$ cat config.mk
export PLATFORM = sky130hd
export DESIGN_NAME = dcr_queue
export DESIGN_NICKNAME = d
export VERILOG_FILES = /design/src/hw/rtl/dcr_pkg.sv /design/src/hw/rtl/dcr_queue.sv
export SDC_FILE = /design/constraint.sdc
export NUM_CORES = 1
export LEC_CHECK = 0
export ABC_AREA = 1
export BUFFER_PORTS_ARGS = -buffer_cell sky130_fd_sc_hd__buf_2
export CAP_MARGIN = 30
export CELL_PAD_IN_SITES_DETAIL_PLACEMENT = 1
export CELL_PAD_IN_SITES_GLOBAL_PLACEMENT = 1
export CORE_MARGIN = 10
export CORE_UTILIZATION = 51
export CTS_CLUSTER_DIAMETER = 100
export DETAILED_ROUTE_END_ITERATION = 10
export PLACE_DENSITY = 0.85
export SYNTH_ARGS = -nofsm -noshare
export SYNTH_HDL_FRONTEND = slang
export SYNTH_SLANG_ARGS = --single-unit
$ cat constraint.sdc
create_clock -name clock -period 5.42 [get_ports clock]
set_input_delay 0.271 -clock clock [delete_from_list [all_inputs] [get_ports clock]]
set_output_delay 0.271 -clock clock [all_outputs]
set_load 0.005 [all_outputs]
$ cat src/hw/rtl/dcr_pkg.sv
// Shared types and constants for the DC offset removal and derotation block.
// No dependencies; imported by every module of the block.
`default_nettype none

package dcr_pkg;

   localparam int SAMPLE_W    = 16;
   localparam int INDEX_W     = 8;
   localparam int THRESH_W    = 15;
   localparam int TAIL_W      = 4;
   localparam int CSR_DATA_W  = 15;
   localparam int CSR_ADDR_W  = 1;
   // wide enough for position + 1 and for tail + window length
   localparam int CMP_W       = INDEX_W + 2;
   localparam int QUEUE_DEPTH = 4;

   localparam logic [THRESH_W-1:0] THRESH_RESET = 15'd32767;
   localparam logic [TAIL_W-1:0]   TAIL_RESET   = 4'd3;

   typedef enum logic [CSR_ADDR_W-1:0] {
      CSR_OFFSET_THRESHOLD = 1'b0,
      CSR_TAIL_COUNT       = 1'b1
   } csr_reg_type;

   typedef enum logic {
      REQ_LOAD = 1'b0,
      REQ_READ = 1'b1
   } req_kind_type;

   typedef struct packed {
      logic                       req_type;
      logic signed [SAMPLE_W-1:0] sample_i;
      logic signed [SAMPLE_W-1:0] sample_q;
      logic [INDEX_W-1:0]         read_index;
   } req_beat_type;

   typedef struct packed {
      logic signed [SAMPLE_W-1:0] out_i;
      logic signed [SAMPLE_W-1:0] out_q;
      logic [INDEX_W-1:0]         out_index;
      logic                       offset_ready;
      logic                       last;
   } rsp_beat_type;

   // classified command passed from front to back
   typedef struct packed {
      logic                       is_read;
      logic signed [SAMPLE_W-1:0] sample_i;
      logic signed [SAMPLE_W-1:0] sample_q;
      logic [INDEX_W-1:0]         index;
      logic                       in_window;
      logic                       burst_start;
      logic                       window_end;
      logic                       derot;
      logic [1:0]                 phase;
      logic                       last;
   } cmd_type;

endpackage

`default_nettype wire

$ cat src/hw/rtl/dcr_queue.sv
// Short command queue between front and back ends.
// Depends on dcr_pkg for the command type and depth.
`default_nettype none

module dcr_queue (
   input  wire logic             clock,
   input  wire logic             reset,
   input  wire logic             push,
   input  wire dcr_pkg::cmd_type push_cmd,
   input  wire logic             pop,
   output      logic             full,
   output      logic             empty,
   output      dcr_pkg::cmd_type head
);
   import dcr_pkg::*;

   localparam int PTR_W = $clog2(QUEUE_DEPTH);
   localparam int CNT_W = $clog2(QUEUE_DEPTH + 1);
   localparam logic [PTR_W-1:0] LAST_SLOT = PTR_W'(QUEUE_DEPTH - 1);

   cmd_type            slot_ff [QUEUE_DEPTH];
   logic [PTR_W-1:0]   wr_ptr_ff, wr_ptr_in, rd_ptr_ff, rd_ptr_in;
   logic [CNT_W-1:0]   count_ff, count_in;

   assign full  = (count_ff == CNT_W'(QUEUE_DEPTH));
   assign empty = (count_ff == '0);
   assign head  = slot_ff[rd_ptr_ff];

   always_comb begin
      wr_ptr_in = wr_ptr_ff;
      rd_ptr_in = rd_ptr_ff;
      count_in  = count_ff;
      if (push) begin
         wr_ptr_in = (wr_ptr_ff == LAST_SLOT) ? '0 : wr_ptr_ff + 1'b1;
      end
      if (pop) begin
         rd_ptr_in = (rd_ptr_ff == LAST_SLOT) ? '0 : rd_ptr_ff + 1'b1;
      end
      if (push && !pop) begin
         count_in = count_ff + 1'b1;
      end else if (pop && !push) begin
         count_in = count_ff - 1'b1;
      end
   end

   always_ff @(posedge clock) begin
      if (reset) begin
         wr_ptr_ff <= '0;
         rd_ptr_ff <= '0;
         count_ff  <= '0;
      end else begin
         wr_ptr_ff <= wr_ptr_in;
         rd_ptr_ff <= rd_ptr_in;
         count_ff  <= count_in;
      end
   end

   always_ff @(posedge clock) begin
      if (push) begin
         slot_ff[wr_ptr_ff] <= push_cmd;
      end
   end

endmodule

`default_nettype wire

Word-level counts from Yosys, hierarchy flattened
Memory sizes are Yosys's and may differ from the RTL's. A register that Yosys moved wholly into a read port is not among the register bits.
Index checks and enable logic that the tools add are counted.
- bits of input ports: 52
- ROM bits: 0
- bits in latches: 0
- memories kept: 1
- bits in writable memories: 192
- bits in registers: 7
- output and inout port bits: 50
- memories (memory ; depth ; width ; read ports ; clocked after memory_dff ; wr ports ; RTL line ; text):
    slot_ff ; 4 ; 48 ; 1 ; 1 ; 1 ; dcr_queue.sv:21 ; cmd_type slot_ff [QUEUE_DEPTH];
- reductions and logical operators: 6
- equal/unequal tests: 3
- multipliers: 0
- order comparisons: 0
- shifts and indexed selects: 0
- bitwise gates (word level): 0
- add/subtract/negate cells: 4
- muxes and demuxes: 8
- div/mod/pow operators: 0
- operators by type and width (kind ; count):
    $mux 2 ; 4
    $mux 3 ; 2
    $add 2x1->2 const B ; 2
    $eq 2x2->1 const B ; 2
    $add 3x1->3 const B ; 1
    $eq 3x3->1 const B ; 1
    $logic_not 3->1 ; 1
    $sub 3x1->3 const B ; 1
    $logic_and 1x1->1 ; 2
    $logic_not 1->1 ; 2
    $mux 1 ; 2
    $reduce_bool 2->1 ; 1

Longest topological paths before layout
- depth in word-level cells: 4
- depth in mapped cells: 10
- depth with buffers taken out: 10

Worst setup path before layout
Ideal clock, no wire load.
- path kind: register to register
- from: reg wr_ptr_ff[0]
- to: mem slot_ff[3][0] in the netlist's numbering, enable pin
- arrival: 1.529 ns
- setup time: 0.402 ns
- cell stages (with the launch flop): 4
- slack: 3.489 ns
- buffers on the path: 0
- path through: dfxtp_1 > ha_1 > nand2_1 > inv_1
- RTL lines (element ; RTL line ; text):
    from (decl) ; dcr_queue.sv:22 ; logic [PTR_W-1:0] wr_ptr_ff, wr_ptr_in, rd_ptr_ff, rd_ptr_in;
    from (signal assigned) ; dcr_queue.sv:52 ; wr_ptr_ff <= wr_ptr_in;
    to (decl) ; dcr_queue.sv:21 ;
Straight into the memory's write port.

==> flow_summary.ini <==
[worst_setup_path]
required_ns = 5.15
path_buf_inv = 2
crit_family = flip-flops
critPathLaunchType = register
cp_cell_sequence = inv_6 -> o21ai_0 -> o22ai_1 -> buf_2
worstSetupPathType = register to primary output
cp.arrival_ns = 2.75
path_max_fanout = 97
crit_slowest_cell = dfxtp_4
cpPeakStageDelay_ns = 0.96
critPathCaptureType = primary output

[yosys]
syn_nets = 583
syn_area_um2 = 7630
postSynthAreaPerCell_um2 = 14.6
syn_inst = 524
synth_warnings = 0
yosys.cell_types.count = 25
synth-seq-cells = 201
yosysSeqAreaShare_pct = 77.9

[clocking]
clkTransAtPathRegs_ns = 0.06
cts_buffers = 20
cts_max_level = 1
cts-resized-gates = 0
cts-root-buf = clkbuf_16
cts_buffer_depth = 3
cts_num_sinks = 201
cts_tree = done
clock_latency_ns = 0.49

[flow_run]
drv_cap = 0

[sta]
grt_setup_unrepaired = no
finalSetupViolCount = 0
period_needed_ns = 3.02
tightestPinTransition_ns = 1.02
slew_viol_final = 0
finalSetupTns_ns = 0
hold_viol_final = 0
slew_headroom_pct = 31.8
period_share_pct = 55.8
fin_skew_ns = 0.0178
max_freq_mhz = 331

[routing]
wl_met3_mm = 1.08
wl_mm = 19.1
drc = 0
routed.top_layer = met4
viasPerCell = 5.76
wl_met1_mm = 7.54
routedWlPerCell_um = 22.9
num_vias = 4823
first_pass_iters = 5
drtIter0Drc = 370
wl_met2_mm = 10.0
detail-route-antenna-nets = 0

[finish]
fillers = 1413
layout.cells.most_common_list = edfxtp_1 (192), buf_2 (101), nor2_1 (94), o21ai_0 (90), o22ai_1 (48)
layout.nets = 699
layout_commonest_cell = edfxtp_1
finalInstanceArea_um2 = 8940
drive_gt1_share_pct = 22.4
antenna_cells = 0
multi_input_area_um2 = 1390
syn_to_final_growth_pct = 17.2
seqCellArea_um2 = 5950

[global_route]
grt_overflow_total = 0
grt_antenna_before_repair = 0
grt_max_degree = 98
gr-usage-all-layers_pct = 18.3
grt_pass1_vias = 5260
grt_pass1_wl_mm = 29.2

[hold_path]
hp-class = input pin to register

[die]
ios = 102
die_w_um = 142
die_h_um = 142
initial_utilization_pct = 52.3
die_area_um2 = 20300
core_um2 = 14600
rows = 44

[place]
port_buffers = 101
dpl.hpwl_mm = 11.5
placed_area_um2 = 8170
place.gp.congestion = 0.724

[pwr]
peakVddDrop_v = 0.000237
p_leak_nw = 3.18
p_per_area_nw_per_um2 = 375

[outcome]
status = finished clean
## state kept, by name (all words and copies together) (netlist names), named ones only
name       flops
count_ff       3
rd_ptr_ff      2
slot_ff      192
wr_ptr_ff      2
## area by class of cell
type | instances | share of cell area, %
Clock inverter | 5 | 0.378
Clock buffer | 30 | 6.01
Multi-Input combinational cell | 276 | 15.6
Timing Repair Buffer | 125 | 8.22
Sequential cell | 201 | 66.5
Tap cell | 184 | 2.57
Inverter | 16 | 0.727
## worst reg2reg max path: stages (launching register included)
cell and delay (ns):
dfxtp_1 0.39, ha_1 0.20, nand2_1 0.08, inv_2 0.05, buf_4 0.57
## final timing paths
kind,cells after the start,startpoint,slack (ns),endpoint
max,4,register,2.40,head[31]
min,1,push_cmd[3],0.008,slot_ff[0][3]$_DFFE_PP_
max reg2reg,4,wr_ptr_ff[0]$_SDFFE_PP0P_,3.73,slot_ff[3][3]$_DFFE_PP_
min reg2reg,2,wr_ptr_ff[1]$_SDFFE_PP0P_,0.54,wr_ptr_ff[1]$_SDFFE_PP0P_
## repair_timing
item	in CTS	in global routing
setup buffers	0	0
hold buffers	19	1
endpoints found under the hold margin	62	4
## per-layer routing
layer	global-route usage (%)	up-vias
li1	-	2186
met1	21.7	2430
met2	32.6	163
met3	3.64	44
met4	5.70	0
met5	0	-
## cell usage after synthesis (all sizes together)
| library cell | number | area (um2) |
|---|---|---|
| xor2 | 1 | 8.76 |
| fa | 1 | 20.0 |
| o22ai | 48 | 300 |
| inv | 16 | 65.1 |
| ha | 6 | 75.1 |
| nor2 | 104 | 415 |
| nand2 | 8 | 30.0 |
| edfxtp | 192 | 5770 |
| clkbuf | 11 | 55.0 |
| nand4 | 1 | 6.26 |
| dfxtp | 9 | 180 |
| o21ai | 99 | 495 |
| a21oi | 3 | 15.0 |
| nor3 | 4 | 20.0 |
| nand3 | 1 | 5.00 |
| buf | 20 | 178 |
## report_power, final
group | switching, mW | internal (mW) | total (mW)
Sequential | 0.0471 | 1.77 | 1.82
Clock | 0.535 | 0.688 | 1.22
Combinational | 0.193 | 0.115 | 0.308
Total | 0.775 | 2.58 | 3.35
## through the flow
stage,power [mW],worst slack (ns),hold WS (ns),utilization (%),instances
4_1_cts,3.38,2.42,0.0000862,61.2,836
3_3_place_gp,2.12,3.00,0.482,56.0,782
5_1_grt,3.49,2.24,0.00146,61.3,837
3_5_place_dp,2.15,2.98,0.493,56.0,782
2_1_floorplan,2.00,3.49,0.343,-,524
6_report,3.35,2.40,0.00777,61.3,837
## cell families after synthesis
group / Yosys count / synth area share, %
xor+xnor: 1 / 0.115
buf+inv: 47 / 3.90
simple gates: 118 / 6.24
flops: 201 / 77.9
fa+ha+maj: 7 / 1.25
compound gates: 150 / 10.6
Note: power is estimated with default switching activity, not from simulation.
