[src/hw/rtl/dcr_pkg.sv]
// Shared types and constants for the DC offset removal and derotation block.
// No dependencies; imported by every module of the block.
`default_nettype none

package dcr_pkg;

   localparam int SAMPLE_W    = 16;
   localparam int INDEX_W     = 8;
   localparam int THRESH_W    = 15;
   localparam int TAIL_W      = 4;
   localparam int CSR_DATA_W  = 15;
   localparam int CSR_ADDR_W  = 1;
   // wide enough for position + 1 and for tail + window length
   localparam int CMP_W       = INDEX_W + 2;
   localparam int QUEUE_DEPTH = 4;

   localparam logic [THRESH_W-1:0] THRESH_RESET = 15'd32767;
   localparam logic [TAIL_W-1:0]   TAIL_RESET   = 4'd3;

   typedef enum logic [CSR_ADDR_W-1:0] {
      CSR_OFFSET_THRESHOLD = 1'b0,
      CSR_TAIL_COUNT       = 1'b1
   } csr_reg_type;

   typedef enum logic {
      REQ_LOAD = 1'b0,
      REQ_READ = 1'b1
   } req_kind_type;

   typedef struct packed {
      logic                       req_type;
      logic signed [SAMPLE_W-1:0] sample_i;
      logic signed [SAMPLE_W-1:0] sample_q;
      logic [INDEX_W-1:0]         read_index;
   } req_beat_type;

   typedef struct packed {
      logic signed [SAMPLE_W-1:0] out_i;
      logic signed [SAMPLE_W-1:0] out_q;
      logic [INDEX_W-1:0]         out_index;
      logic                       offset_ready;
      logic                       last;
   } rsp_beat_type;

   // classified command passed from front to back
   typedef struct packed {
      logic                       is_read;
      logic signed [SAMPLE_W-1:0] sample_i;
      logic signed [SAMPLE_W-1:0] sample_q;
      logic [INDEX_W-1:0]         index;
      logic                       in_window;
      logic                       burst_start;
      logic                       window_end;
      logic                       derot;
      logic [1:0]                 phase;
      logic                       last;
   } cmd_type;

endpackage

`default_nettype wire

[src/hw/rtl/dcr_front.sv]
// Front end: accepts request beats, tracks the load position and classifies
// each beat into a command. Depends on dcr_pkg.
`default_nettype none

module dcr_front #(
   parameter int BURST_LEN      = 156,
   parameter int OFFSET_SAMPLES = 64
) (
   input  wire logic                          clock,
   input  wire logic                          reset,
   input  wire logic                          req_valid,
   output      logic                          req_stall,
   input  wire dcr_pkg::req_beat_type         req_data,
   input  wire logic [dcr_pkg::TAIL_W-1:0]    tail_count,
   input  wire logic                          queue_full,
   output      logic                          push,
   output      dcr_pkg::cmd_type              push_cmd
);
   import dcr_pkg::*;

   localparam logic [CMP_W-1:0] BURST_LEN_C = CMP_W'(BURST_LEN);
   localparam logic [CMP_W-1:0] LAST_POS_C  = CMP_W'(BURST_LEN - 1);
   localparam logic [CMP_W-1:0] WINDOW_C    = CMP_W'(OFFSET_SAMPLES);

   logic [INDEX_W-1:0] load_pos_ff, load_pos_in;
   logic [CMP_W-1:0]   pos_x, pos_next, wend, tail_x, idx_x, rel_x, start_x;
   logic [INDEX_W-1:0] idx, rel;

   assign req_stall = queue_full;
   assign push      = req_valid && !queue_full;

   always_comb begin
      tail_x   = CMP_W'(tail_count);
      pos_x    = CMP_W'(load_pos_ff);
      pos_next = pos_x + 1'b1;
      wend     = tail_x + WINDOW_C;

      // out-of-range reads land on the final position
      if (CMP_W'(req_data.read_index) >= BURST_LEN_C) begin
         idx = LAST_POS_C[INDEX_W-1:0];
      end else begin
         idx = req_data.read_index;
      end
      idx_x   = CMP_W'(idx);
      rel     = idx - INDEX_W'(tail_count);
      rel_x   = CMP_W'({rel[INDEX_W-1:2], 2'b00});
      start_x = tail_x + rel_x;

      push_cmd.is_read     = (req_data.req_type == REQ_READ);
      push_cmd.sample_i    = req_data.sample_i;
      push_cmd.sample_q    = req_data.sample_q;
      push_cmd.in_window   = (pos_x >= tail_x) && (pos_x < wend);
      push_cmd.burst_start = (load_pos_ff == '0);
      push_cmd.window_end  = (pos_next == wend) || (pos_next == BURST_LEN_C);
      push_cmd.derot       = (idx_x >= tail_x) && ((start_x + CMP_W'(3)) < BURST_LEN_C);
      push_cmd.phase       = rel[1:0];
      push_cmd.last        = (idx_x == LAST_POS_C);
      push_cmd.index       = push_cmd.is_read ? idx : load_pos_ff;

      load_pos_in = load_pos_ff;
      if (push && !push_cmd.is_read) begin
         if (pos_next >= BURST_LEN_C) begin
            load_pos_in = '0;
         end else begin
            load_pos_in = pos_next[INDEX_W-1:0];
         end
      end
   end

   always_ff @(posedge clock) begin
      if (reset) begin
         load_pos_ff <= '0;
      end else begin
         load_pos_ff <= load_pos_in;
      end
   end

endmodule

`default_nettype wire

[config.mk]
export PLATFORM = sky130hd
export DESIGN_NAME = dcr_front
export DESIGN_NICKNAME = d
export VERILOG_FILES = /design/src/hw/rtl/dcr_pkg.sv /design/src/hw/rtl/dcr_front.sv
export SDC_FILE = /design/constraint.sdc
export NUM_CORES = 1
export LEC_CHECK = 0
export ABC_AREA = 1
export BUFFER_PORTS_ARGS = -buffer_cell sky130_fd_sc_hd__buf_2
export CORE_AREA = 3 3 65 67
export CTS_CLUSTER_DIAMETER = 120
export DETAILED_ROUTE_END_ITERATION = 8
export DIE_AREA = 0 0 68 70
export HOLD_SLACK_MARGIN = 0.02
export PLACE_DENSITY = 0.78
export SYNTH_ARGS = -nofsm -noshare
export SYNTH_HDL_FRONTEND = slang
export SYNTH_SLANG_ARGS = --single-unit
[constraint.sdc]
create_clock -name clock -period 3.9 [get_ports clock]
set_input_delay 0.585 -clock clock [delete_from_list [all_inputs] [get_ports clock]]
set_output_delay 0.585 -clock clock [all_outputs]
set_load 0.02 [all_outputs]
Yosys cells after proc, flatten, opt, wreduce, memory -nomap -nowiden
Cells that the tools add are included.
{ "word_totals": {"word_cells": 26, "output_inout_bits": 50, "register_bits": 8} }
{ "classes": {"mux": 3, "add_sub_neg": 5, "reduce_logical": 8, "n_eq_ne": 3, "order_cmp": 6} }
{ "ops": {"columns": ["cell", "n"], "rows": [
  ["$mux 8", 3],
  ["$ge 8x4->1", 2],
  ["$add 9x2->10 const B", 1],
  ["$lt 10x8->1 const B", 1],
  ["$add 4x8->9", 1],
  ["$add 8x1->9 const B", 1],
  ["$eq 9x8->1", 1],
  ["$eq 9x8->1 const B", 1],
  ["$ge 9x8->1 const B", 1],
  ["$add 4x7->8 const B", 1],
  ["$eq 8x8->1 const B", 1],
  ["$ge 8x8->1 const B", 1],
  ["$logic_not 8->1", 1],
  ["$lt 8x8->1", 1],
  ["$sub 8x4->8", 1],
  ["$logic_and 1x1->1", 4],
  ["$logic_not 1->1", 2],
  ["$logic_or 1x1->1", 1]
]} }

Depth between registers and ports, before layout
Gate-level depths: netlist of run 1.
{ "logic_depth": {"depth_word": 7, "depth_mapped": 22, "mapped_depth_nobuf": 22} }

Worst setup path after synthesis of run 1
No wires, ideal clock.
{ "synth_timing": {"path_kind": "input to output", "start": "input port req_data[6] (netlist name)", "end": "output port push_cmd[3] (netlist name)", "path_stages": 19, "required_time_ps": 3315, "path_slack_ps": 183, "arrival_ps": 3132, "cell_sequence": "nor2_2 -> o21ai_0 -> nand2_1 -> inv_1 -> or2_2 -> inv_1 -> ha_1 -> inv_1 -> fa_1 -> xor2_1 -> ha_1 -> nand3_1 -> nand2_1 -> nand3_1 -> inv_1 -> nand2_1 -> a21oi_1 -> nand2_1 -> a21oi_2"} }
{ "synth_rtl": {"columns": ["element", "line_no", "source"], "rows": [
  ["start, declared", "dcr_front.sv:13", "input wire dcr_pkg::req_beat_type req_data,"],
  ["end, declared", "dcr_front.sv:17", "output dcr_pkg::cmd_type push_cmd"]
]} }

==> run summary, run 1 <==
Synth area leader - buf_4
Crit end category - output pin
Cells after Synth - 267
Synth cell types - 30
Max_slew headroom - 73.79%
Antenna cells - 0
Lkg Pwr - 0.0009146 uW
Worst hold path class - flop to flop
Period utilization - 96.74%
Xor/xnor share of the synthesized area - 3.822%
GPL Wtd Cong - 0.9616
Switching part of the total power - 40.75%
Internal power - 249.0 uW
Die area - 0.004760 mm^2
Core Rows - 22
Initial DRC count - 111
Largest register FFs - 8
CTS tree - done
Syn_nets - 331
Area growth syn-to-layout - 11.54%
Worst path buffer plus inverter count - 6
Avg Cell Area, Syn - 6.008 um^2
Setup TNS - 0 ns
Most common cell in the netlist - nand2_1
Max-slew violations - 0
I/O pin count - 99
Clock buffer count from CTS - 3
Clk pwr share - 23.2%
Psw - 171.2 uW
Simple-Gate Fraction of Synth Area - 35.49%
Total GRT Usage - 16.41%
Worst-margin pin slew - 0.3916 ns
Routed wire length - 3.986 mm
Hold Vio Cnt, Final - 0
CP top delay family - adder cells
Outcome - finished clean
Antenna Nets Post-Route - 0
Worst path depth - 21
Effective utilization at floorplan - 43.49%
WL/cell - 12.30 um
Layout Nets - 342
Die Y - 70 um
Worst EP required - 3.31 ns
Max-cap violations - 0
Crit path time final - 3.773 ns
Clk_lat worst skew - 0.23 ns
Min Hold Slack - 0.5013 ns
WHS Path Cells - 2
Hold buffer count at CTS - 0
Synth Register Bits - 8
Largest net degree at the start of global routing - 15
Seq/Total Area, Yosys - 9.984%
First-pass GRT wire length - 6.368 mm
Biggest regs - load_pos_ff (8)
Number of global-route vias before repair - 1535
Seq pwr share - 20.0%
Synth Warn # - 0
Clk pin slew, worst setup/hold paths - 0.04 ns
Core Box Area - 0.003689 mm^2
CP cell instances - buf_8 > nor2_4 > o21ai_1 > nand2_1 > inv_2 > or2_4 > inv_4 > ha_4 > inv_4 > fa_2 > xor2_1 > ha_1 > buf_4 > nor2_2 > nor3b_2 > nand2_1 > nor2_2 > a21oi_2 > nand2_1 > a21oi_2 > buf_4
Ys flop type - dfxtp_1
Commonest cells post-synth - nand2_1 (62), inv_1 (38), buf_4 (34)
Most frequent CP cell - nand2_1
H-tree depth - 1
Post-Synth Adder-Cell Area - 12.17%
Critical Setup Path Class - input port to output pin
Synth Cell Area - 0.001604 mm^2
Max Buffers Root-to-Sink - 2
Initial antenna violation count - 0
DR vias - 1640
Share of cells above drive strength 1 - 30.43%
Total global routing overflow - 0
Die Width - 68 um
RSZ-0062 raised after global routing - yes
Synth top area share - 15.91%
DRC - 0
Compound-gate portion of the synthesized area - 12.79%
Port Buffers - 34
VDD IR max - 0.1528 mV
Synth async-reset ratio - 0%
CP arrival - 3.19 ns
Placed wire-length estimate - 3.218 mm
Drt first pass iters - 4
Slowest stage delay, CP - 0.36 ns
F_max - 265.0 MHz
EDFF count, synth - 0
Pwr dens - 234.8 mW/mm^2
Reg with most FFs - load_pos_ff
Startpoint Class - input port
Synth area leaders - buf_4 (16%), nand2_1 (15%), ha_1 (11%)
Comb pwr share - 56.8%
CTS Sinks - 8
Routed vias/inst - 5.062
Root Buffer - clkbuf_8
Multiplexer share of the synthesized area - 0%
CP max FO - 3
Final setup violation count - 0
Worst path slowest cell - fa_2
Clk_skew - 0.004102 ns
Largest family of logic cells by synthesized area - simple AND/OR/NAND/NOR gates
FF-to-FF path depth - 10
==> worst min-delay path: cells and delay by family, from the launching register on <==
family           cells  cell delay, ns
flip-flops           1            0.32
AND/OR/NAND/NOR      1            0.07
AO/OA/AOI/OAI        1            0.06
==> cell families after synthesis <==
kind of cell             Yosys count
AND/OR/NAND/NOR                  126
buffers and inverters             76
AO/OA/AOI/OAI                     35
adder cells (fa/ha/maj)           15
flip-flops                         8
XOR/XNOR                           7
==> power groups by stage <==
stage,logic [uW],clock network (uW),registers [uW]
after floorplan,188,0,84.9
after global placement,188,0,85.2
after detailed placement,192,0,85.2
after CTS,195,100,83.9
after global routing,265,103,84.0
final,239,97.6,83.9
==> cells in the final DEF, fill, tap and decap left out, types with 4 or more instances in the layout <==
master,n
a21oi_1,12
a21oi_2,4
buf_2,31
buf_4,9
dfxtp_1,8
ha_1,11
inv_1,32
inv_2,6
nand2_1,59
nand2_2,10
nand3_1,14
nand4_1,12
nor2_1,15
nor2_2,4
nor3_1,4
o21ai_0,12
xor2_1,5
==> worst paths after layout <==
| kind | start | to | slack [ns] |
|---|---|---|---|
| max | req_data[5] | push_cmd[3] | 0.13 |
| min | load_pos_ff[4]$_SDFFE_PP0P_ | load_pos_ff[4]$_SDFFE_PP0P_ | 0.50 |
| max reg2reg | load_pos_ff[1]$_SDFFE_PP0P_ | load_pos_ff[4]$_SDFFE_PP0P_ | 2.14 |
| min reg2reg | load_pos_ff[4]$_SDFFE_PP0P_ | load_pos_ff[4]$_SDFFE_PP0P_ | 0.50 |
==> cell type report <==
class	count	area, um^2
fill	394	1899
multi-input combinational	183	1124
timing repair buffer	42	249.0
sequential	8	160.2
inverter	40	155.1
tap	48	60.06
clock buffer	3	41.29
==> repair_timing <==
item,CTS,global route
setup buffers,0,2
resized for setup,2,30
pin swaps,0,13
endpoints found under the setup margin,1,1
==> metal layers <==
layer / up-vias / share of wire (%) / routed length [um] / GRT usage [%]
li1: 845 / - / - / -
met1: 759 / 43 / 1712 / 19.67
met2: 32 / 52 / 2071 / 30.30
met3: 4 / 4.2 / 169 / 0.9646
met4: 0 / 0.83 / 33 / 4.415
met5: - / 0 / 0 / 0
==> per-stage QoR <==
stage          total power, uW  cell area (um^2)  setup slack [ns]  utilization [%]  instances
5_1_grt                  452.4              1789          -0.06334            48.51        324
3_3_place_gp             273.1              1617           0.04308            43.83        319
3_5_place_dp             277.2              1617          -0.06082            43.83        319
4_1_cts                  379.3              1663          0.009166            45.08        322
6_report                 420.2              1789            0.1270            48.51        324
2_1_floorplan            273.4              1604            0.1832                -        267
(Power assumes the default switching activity.)
==> inputs of run 2 (changes only) <==
==> constraint.sdc (replaced) <==
create_clock -name clock -period 3.7 [get_ports clock]
set_input_delay 0.555 -clock clock [delete_from_list [all_inputs] [get_ports clock]]
set_output_delay 0.555 -clock clock [all_outputs]
set_load 0.02 [all_outputs]
==> run summary, run 2 (same netlist as run 1, synthesis figures left out) <==
Clk_skew - 0.004624 ns
Psw - 185.8 uW
Final worst setup slack - -0.02377 ns
Max-slew violations - 0
DP Cell Count - 327
Clk pwr share - 21.9%
Initial antenna violation count - 0
Placed wire-length estimate - 3.232 mm
Core Rows - 22
Crit end category - output pin
Setup TNS - -0.02377 ns
CTS tree - done
Layout Cells excl Fill - 339
Comb pwr share - 59.1%
Tot Pwr - 465.6 uW
Core Box Area - 0.003689 mm^2
Largest net degree at the start of global routing - 15
Effective utilization at floorplan - 43.49%
CP arrival - 3.17 ns
Violated checks - negative setup slack
First-pass GRT wire length - 6.775 mm
Clk pin slew, worst setup/hold paths - 0.04 ns
Switching part of the total power - 39.89%
Die Y - 70 um
Worst EP required - 3.14 ns
Outcome - complete, but fails checks
CTS Sinks - 8
Commonest non-fill, non-tap cell in the layout - nand2_1
CP max FO - 3
Share of cells above drive strength 1 - 35.40%
DR vias - 1756
Total GRT Usage - 17.56%
Max_slew headroom - 69.53%
Period utilization - 100.6%
Seq pwr share - 19.0%
Drt first pass iters - 5
Critical Setup Path Class - input port to output pin
Startpoint Class - input port
Area after DPL - 0.001677 mm^2
RSZ-0062 raised after global routing - yes
Internal power - 279.9 uW
Number of global-route vias before repair - 1629
Design area - 0.001919 mm^2
Die Width - 68 um
Antenna Nets Post-Route - 0
Worst hold path class - flop to flop
Clock buffer count from CTS - 3
Biggest regs - load_pos_ff (8)
DRC - 0
Root Buffer - clkbuf_8
Largest register FFs - 8
Crit path time final - 3.724 ns
Max-cap violations - 0
GPL Wtd Cong - 0.9038
Final setup violation count - 1
Routed vias/inst - 5.180
VDD IR max - 0.2104 mV
Hold buffer count at CTS - 0
WL/cell - 12.74 um
Reg with most FFs - load_pos_ff
Clk_lat worst skew - 0.23 ns
Routed wire length - 4.320 mm
H-tree depth - 1
F_max - 268.5 MHz
Lkg Pwr - 0.0009865 uW
Pwr dens - 242.6 mW/mm^2
Antenna cells - 0
Post-Place Worst Slack - -0.2142 ns
Layout Nets - 357
Hold Vio Cnt, Final - 0
Most frequent cells in the layout - nand2_1 (58), inv_1 (31), buf_2 (31)
Port Buffers - 34
Die area - 0.004760 mm^2
Area growth syn-to-layout - 19.66%
Worst-margin pin slew - 0.4553 ns
I/O pin count - 99
Initial DRC count - 74
Max Buffers Root-to-Sink - 2
Total global routing overflow - 0
[run 2: cell types whose count changed in the layout (fill, tap and decap cells not counted), sizes merged]
cell,change
buf,+15
[run 2: per-stage QoR]
step                      utilization [%]  hold WS [ns]
final                               52.04        0.4938
after global routing                52.04        0.5085
after CTS                           49.32        0.4878
after detailed placement            45.45        0.4815
after global placement              45.45        0.4790
after floorplan                         -        0.4576
[run 2: per-layer routing]
metal / GRT usage, % / up-vias / share of wire, %
met2: 32.44 / 63 / 52
met4: 4.415 / 0 / 2.0
met3: 2.090 / 16 / 5.1
met5: 0 / - / 0
met1: 20.54 / 798 / 41
li1: - / 879 / -
[run 2: final timing paths]
path | start | end | slack, ns | cells after the start
hold / removal | load_pos_ff[4]$_SDFFE_PP0P_ | load_pos_ff[4]$_SDFFE_PP0P_ | 0.49 | 2
hold reg to reg | load_pos_ff[4]$_SDFFE_PP0P_ | load_pos_ff[4]$_SDFFE_PP0P_ | 0.49 | 2
setup reg to reg | load_pos_ff[1]$_SDFFE_PP0P_ | load_pos_ff[4]$_SDFFE_PP0P_ | 1.89 | 10
setup / recovery | req_data[6] | push_cmd[3] | -0.02 | 21
[run 2: worst max-delay path, cell delays in order]
cell     delay, ns
buf_8         0.10
nor2_4        0.11
o21ai_2       0.07
nand2_2       0.07
inv_2         0.05
or2_4         0.26
inv_4         0.07
ha_4          0.12
inv_2         0.04
fa_2          0.35
xor2_1        0.17
ha_1          0.31
buf_4         0.15
nand2_1       0.05
nor3b_2       0.16
nand2_1       0.07
nor2_1        0.14
a21oi_2       0.05
nand2_1       0.08
a21oi_2       0.05
buf_4         0.15
[run 2: repair_timing]
item	CTS	global route
setup buffers	6	3
endpoints found under the setup margin	1	1
gates resized for setup	18	17
pin swaps	7	17
gates cloned	0	0
[run 2: final cells by class]
cell class              count  area [um^2]
inverters                  40        152.6
flip-flops and latches      8        160.2
clock buffers               3        41.29
fillers                   374         1769
repair buffers             57        361.6
multi-input cells         183         1144
well taps                  48        60.06
[run 2: power groups by stage]
stage                     Clock (uW)  Combinational (uW)  Sequential [uW]
after floorplan                    0                 199             89.5
after global placement             0                 209             89.8
after detailed placement           0                 212             89.8
after CTS                        105                 240             88.4
after global routing             110                 303             88.5
final                            102                 275             88.4
